$ cat src/sv/spmd_pkg.sv
`default_nettype none
package spmd_pkg;
    localparam int CFG_BITS   = 7;
    localparam int DELAY_BITS = 22;
    localparam logic [DELAY_BITS-1:0] DELAY_MAX = '1;

    typedef enum logic [0:0] {
        REG_NODE_COUNT  = 1'b0,
        REG_SOURCE_NODE = 1'b1
    } t_reg_idx;

    // classified word passed from front to back
    typedef struct packed {
        logic       store;
        logic       bad;
        logic [6:0] from_node;
        logic [6:0] to_node;
        logic [15:0] weight;
        logic       last;
    } t_cmd;

    typedef enum logic [3:0] {
        ST_IDLE,
        ST_INIT,
        ST_SCAN,
        ST_SCAN_END,
        ST_EDGE_RD,
        ST_EDGE_DR,
        ST_EDGE_DO,
        ST_FIN,
        ST_FIN_END,
        ST_OUT
    } t_state;
endpackage
`default_nettype wire

$ cat src/sv/spmd_front.sv
`default_nettype none
module spmd_front #(
    parameter int MAX_NODES = 64
) (
    input  wire              i_clk,
    input  wire              i_rst_n,
    input  wire              i_valid,
    output logic             o_ready,
    input  wire              i_edge_valid,
    input  wire  [6:0]       i_from_node,
    input  wire  [6:0]       i_to_node,
    input  wire  [15:0]      i_weight,
    input  wire              i_last,
    input  wire  [6:0]       i_node_count,
    output logic             o_cmd_valid,
    input  wire              i_cmd_ready,
    output spmd_pkg::t_cmd   o_cmd
);
    localparam int QD = 2;
    localparam int NB = $clog2(MAX_NODES + 1) > 7 ? $clog2(MAX_NODES + 1) : 7;

    spmd_pkg::t_cmd r_q [QD];
    logic           r_wp, r_rp;
    logic [1:0]     r_cnt;
    logic [NB-1:0]  w_n;
    logic [NB-1:0]  w_from, w_to;
    logic           w_bad, w_push, w_pop;
    spmd_pkg::t_cmd w_cmd;

    always_comb begin
        w_from = NB'(i_from_node);
        w_to   = NB'(i_to_node);
        if (i_node_count == 7'd0) begin
            w_n = NB'(1);
        end else if (NB'(i_node_count) > NB'(MAX_NODES)) begin
            w_n = NB'(MAX_NODES);
        end else begin
            w_n = NB'(i_node_count);
        end
        w_bad = (w_from == '0) || (w_from > w_n) || (w_to == '0) || (w_to > w_n);
        w_cmd.store     = i_edge_valid && !w_bad;
        w_cmd.bad       = i_edge_valid && w_bad;
        w_cmd.from_node = i_from_node;
        w_cmd.to_node   = i_to_node;
        w_cmd.weight    = i_weight;
        w_cmd.last      = i_last;
    end

    assign o_ready     = (r_cnt != 2'd2);
    assign w_push      = i_valid && o_ready;
    assign o_cmd_valid = (r_cnt != 2'd0);
    assign w_pop       = o_cmd_valid && i_cmd_ready;
    assign o_cmd       = r_q[r_rp];

    always_ff @(posedge i_clk) begin
        if (w_push) begin
            r_q[r_wp] <= w_cmd;
        end
        if (!i_rst_n) begin
            r_wp  <= 1'b0;
            r_rp  <= 1'b0;
            r_cnt <= 2'd0;
        end else begin
            if (w_push) r_wp <= ~r_wp;
            if (w_pop)  r_rp <= ~r_rp;
            r_cnt <= r_cnt + 2'(w_push) - 2'(w_pop);
        end
    end
endmodule
`default_nettype wire

$ cat config.mk
export PLATFORM = sky130hd
export DESIGN_NAME = spmd_front
export DESIGN_NICKNAME = d
export VERILOG_FILES = /design/src/sv/spmd_pkg.sv /design/src/sv/spmd_front.sv
export SDC_FILE = /design/constraint.sdc
export NUM_CORES = 1
export LEC_CHECK = 0
export BUFFER_PORTS_ARGS = -buffer_cell sky130_fd_sc_hd__buf_2
export CAP_MARGIN = 20
export CORE_ASPECT_RATIO = 0.6
export CORE_MARGIN = 8
export CORE_UTILIZATION = 35
export CTS_CLUSTER_SIZE = 30
export DETAILED_ROUTE_END_ITERATION = 7
export SKIP_CTS_REPAIR_TIMING = 1
export SLEW_MARGIN = 20
export SYNTH_ARGS = -nofsm -noshare
export SYNTH_HDL_FRONTEND = slang
export SYNTH_SLANG_ARGS = --single-unit
$ cat constraint.sdc
create_clock -name i_clk -period 2.5 [get_ports i_clk]
set_clock_uncertainty 0.05 [all_clocks]
set_input_delay 0.625 -clock i_clk [delete_from_list [all_inputs] [get_ports i_clk]]
set_output_delay 0.625 -clock i_clk [all_outputs]
set_load 0.1 [all_outputs]
# Word level (Yosys, flattened, before mapping)
# Memory sizes are Yosys's and may differ from the RTL's. A register that Yosys moved wholly into a read port is not among the register bits.
# Cells that the tools add are included.
[op_classes]
n_addsub = 2
order_cmp = 3
n_eq_ne = 1
mux = 6
bitwise = 2
n_reduce_logical = 12
[op_table]
columns = ["op", "n"]
rows = [
  ["$logic_not A7 Y1", 3],
  ["$gt A7 B7 Y1", 2],
  ["$mux W7", 2],
  ["$gt A7 B7 Y1 const B", 1],
  ["$logic_and A1 B1 Y1", 4],
  ["$mux W1", 4],
  ["$logic_or A1 B1 Y1", 3],
  ["$add A2 B1 Y2", 1],
  ["$ne A2 B2 Y1 const B", 1],
  ["$not A1 Y1", 2],
  ["$reduce_bool A2 Y1", 1],
  ["$sub A2 B1 Y2", 1],
  ["$logic_not A1 Y1", 1],
]
[word_totals]
regBits = 4
ramBits = 66
input_bits = 43
word_cells = 30
n_memories = 1
[memory_table]
columns = ["name", "depth", "width", "read_ports", "rd_clocked_by_memory_dff", "wr", "line_no", "text"]
rows = [
  ["r_q", 2, 33, 1, 1, 1, "spmd_front.sv:22", "spmd_pkg::t_cmd r_q [QD];"],
]

# Depth between registers and ports, before layout
[logic_depth]
depth_word = 9
ltp_mapped = 8
mapped_depth_nobuf = 8

# Least setup slack after synthesis
# OpenSTA, ideal clock, no wires.
[synth_timing]
kind = "reg-to-reg"
startpoint = "register r_cnt[0]"
endpoint = "memory r_q[0][0] (netlist bit), enable pin"
setup_ps = 423
arrival_time_ps = 2818
path_slack_ps = -791
stages_incl_launch_ff = 4
path_buffers = 0
synth_period_minus_slack_ps = 3291
cell_sequence = "dfxtp_1 nand2b_1 nand2_1 nor2_1"
[synth_between]
elab_chain_cells = 4
[synth_lines]
columns = ["item", "line_no", "text"]
rows = [
  ["start: declaration", "spmd_front.sv:24", "logic [1:0] r_cnt;"],
  ["start signal: assignment", "spmd_front.sv:66", "r_cnt <= r_cnt + 2'(w_push) - 2'(w_pop);"],
  ["$ne A2 B2 Y1", "spmd_front.sv:49", "assign o_ready = (r_cnt != 2'd2);"],
  ["named net o_ready", "spmd_front.sv:8", "output logic o_ready,"],
  ["$logic_and A1 B1 Y1", "spmd_front.sv:50", "assign w_push = i_valid && o_ready;"],
  ["$mux W1", "spmd_front.sv:56", "if (w_push) begin"],
  ["$mux W1 (not written as such)", "spmd_front.sv:57", "r_q[r_wp] <= w_cmd;"],
  ["end: declaration", "spmd_front.sv:22", ""],
]
# The timed path passes the listed nets, and every way through them passes these cells.

==> results.sh <==
export IMPL_status="complete, no violations"
export IMPL_firstDrtPassIters=4
export IMPL_clkTransAtPathRegs_ps=50
export IMPL_grt_pass1_vias=1907
export IMPL_drt_initial_drc_count=80
export IMPL_grt_pass1_wl_um=9550
export IMPL_critPathMaxStageDelay_ps=370
export IMPL_numPortBuffers=77
export IMPL_wl_um=6010
export IMPL_antenna_found_initial=0
export IMPL_fin_cells=385
export IMPL_layout_cells_most_common="buf_2"
export IMPL_detailed_place_hpwl_um=4420
export IMPL_cts_root_buf="clkbuf_16"
export IMPL_yosysUniqueCellTypes=27
export IMPL_syn_nets=239
export IMPL_row_count=26
export IMPL_initial_core_util_pct=35.7
export IMPL_clkLatencyLatePin_ps=320
export IMPL_hold_ws_ps=437
export IMPL_critPathMaxFanout=19
export IMPL_synth_warnings=0
export IMPL_r2r_start="r_cnt[1]"
export IMPL_layout_drive_gt1_share_pct=37.4
export IMPL_vias=1754
export IMPL_min_from="i_weight[12]"
export IMPL_die_area_mm2=0.0119
export IMPL_io_pins=78
export IMPL_gr_usage_all_layers_pct=10.7
export IMPL_vdd_drop_max_v=0.000673
export IMPL_routed_via_density=4.56
export IMPL_ys_seq_area_share_pct=69.3
export IMPL_ys_ff_latch=71
export IMPL_start_kind="flop"
export IMPL_crit_arrival_ps=1600
export IMPL_p_leak_uw=0.00153
export IMPL_finalHoldViolCount=0
export IMPL_setup_viol=0
export IMPL_grt_overflow=0
export IMPL_worst_pin_slew_ps=516
export IMPL_die_x_um=136
export IMPL_min_period_ps=2270
export IMPL_cts_max_path_buffers=2
export IMPL_grt_max_degree=34
export IMPL_slew_violations=0
export IMPL_syn_to_final_growth_pct=30.7
export IMPL_post_place_cells=369
export IMPL_drc=0
export IMPL_die_h_um=87.8
export IMPL_cts_inserted_buffers=9
export IMPL_powerDensity_mw_per_mm2=1280
export IMPL_avgRoutedWirePerCell_um=15.6
export IMPL_fmax_mhz=440
export IMPL_critPathSlowestCell="mux2_1"
export IMPL_critPathCaptureType="output port"
export IMPL_drv_cap=0
export IMPL_num_nets_final=327
export IMPL_hp_class="input pin to flop"
export IMPL_gp_congestion=0.756
export IMPL_layout_common_cells="buf_2 (73), edfxtp_1 (66), mux2_1 (33)"
export IMPL_synth_area_per_cell_um2=16.7
export IMPL_h_tree_depth=3
export IMPL_cp_required_ps=1820
export IMPL_ant_nets=0
export IMPL_slew_headroom_pct=65.8
export IMPL_rsz0062_at_grt="false"
export IMPL_synth_area_mm2=0.00300
export IMPL_cts_tree="built"
export IMPL_syn_inst=180
export IMPL_core_region_area_mm2=0.00843
export IMPL_diodes=0
export IMPL_finalCritPeriodShare_pct=91.0
export IMPL_critPathKind="flop to output port"
export IMPL_cts_sinks=71
export IMPL_path_cells="buf_4 > mux2_1 > buf_2"
==> layout make-up <==
cell class	count	area, µm²
sequential	71	2080
tap	112	140
clock inverter	4	45.0
timing repair buffer	81	488
inverter	5	18.8
clock buffer	12	256
multi-input combinational	100	893
fill	778	4500
==> through the flow <==
| step | setup TNS, ps | setup WS (ps) | util [%] | power, µW | instance area (µm²) |
|---|---|---|---|---|---|
| 6_report | 0 | 226 | 46.6 | 5000 | 3930 |
| 5_1_grt | 0 | 153 | 46.6 | 5220 | 3930 |
| 4_1_cts | 0 | 183 | 46.6 | 5080 | 3930 |
| 3_5_place_dp | 0 | 264 | 43.0 | 3810 | 3620 |
| 3_3_place_gp | 0 | 313 | 43.0 | 3800 | 3620 |
| 2_1_floorplan | -14.8 | -14.8 | - | 3350 | 3010 |
==> report_power, final <==
part / internal [µW] / total (µW) / switching, µW
clock network: 820 / 1250 / 429
registers: 1520 / 1560 / 44.2
logic: 448 / 2200 / 1750
total: 2780 / 5000 / 2220
==> worst max-delay path, delay by kind of cell, from the launching register on <==
kind	cells	cell delay (ps)
buffers and inverters	2	570
multiplexers	1	370
flip-flops	1	320
==> synth_stat cells <==
cell type | number | share of area, %
edfxtp_1 | 66 | 66
mux2_1 | 33 | 12
ha_1 | 16 | 6.7
a21oi_1 | 10 | 1.7
nand2_1 | 8 | 1.0
dfxtp_1 | 5 | 3.3
inv_1 | 5 | 0.62
and2_1 | 4 | 0.83
xnor2_1 | 4 | 1.2
buf_2 | 3 | 0.50
nor2_1 | 3 | 0.37
nand3_1 | 2 | 0.33
nand3b_1 | 2 | 0.50
nand4_1 | 2 | 0.42
nor2b_1 | 2 | 0.42
nor3_1 | 2 | 0.33
o21ai_0 | 2 | 0.33
o22ai_1 | 2 | 0.42
a31oi_1 | 1 | 0.21
and3_1 | 1 | 0.21
and4_1 | 1 | 0.29
clkbuf_1 | 1 | 0.12
nand2b_1 | 1 | 0.21
nor4_2 | 1 | 0.42
nor4_4 | 1 | 0.71
or2_1 | 1 | 0.21
or4_4 | 1 | 0.37
==> worst paths after layout <==
kind / endpoint / slack, ps / depth (start not counted)
worst max-delay path: o_cmd[27] / 230 / 3
worst min-delay path: r_q[1][13] / 440 / 1
worst max register to register: r_cnt[1] / 700 / 8
worst min register to register: flop / 480 / 2
==> registers in the layout, indices dropped and copies added (netlist names), named ones only <==
register	cells
r_rp	1
r_q	66
r_wp	1
r_cnt	2
==> layer usage <==
layer  wire, µm  up-vias  GRT usage, %
met2       2500       60          15.8
met4         72        0          3.61
met5          0        -             0
met1       2920      817          13.2
li1           -      869             -
met3        522        8          5.67
==> kinds of logic after synthesis <==
| logic type | share of synthesized area (%) |
|---|---|
| DFF | 69.3 |
| muxes | 12.4 |
| and+or+nand+nor | 6.62 |
| adders and majority gates | 6.66 |
| AOI/OAI and AO/OA | 2.62 |
| buffers and inverters | 1.25 |
| xor gates and xnor gates | 1.17 |
Power figures use the tool's default switching activity.
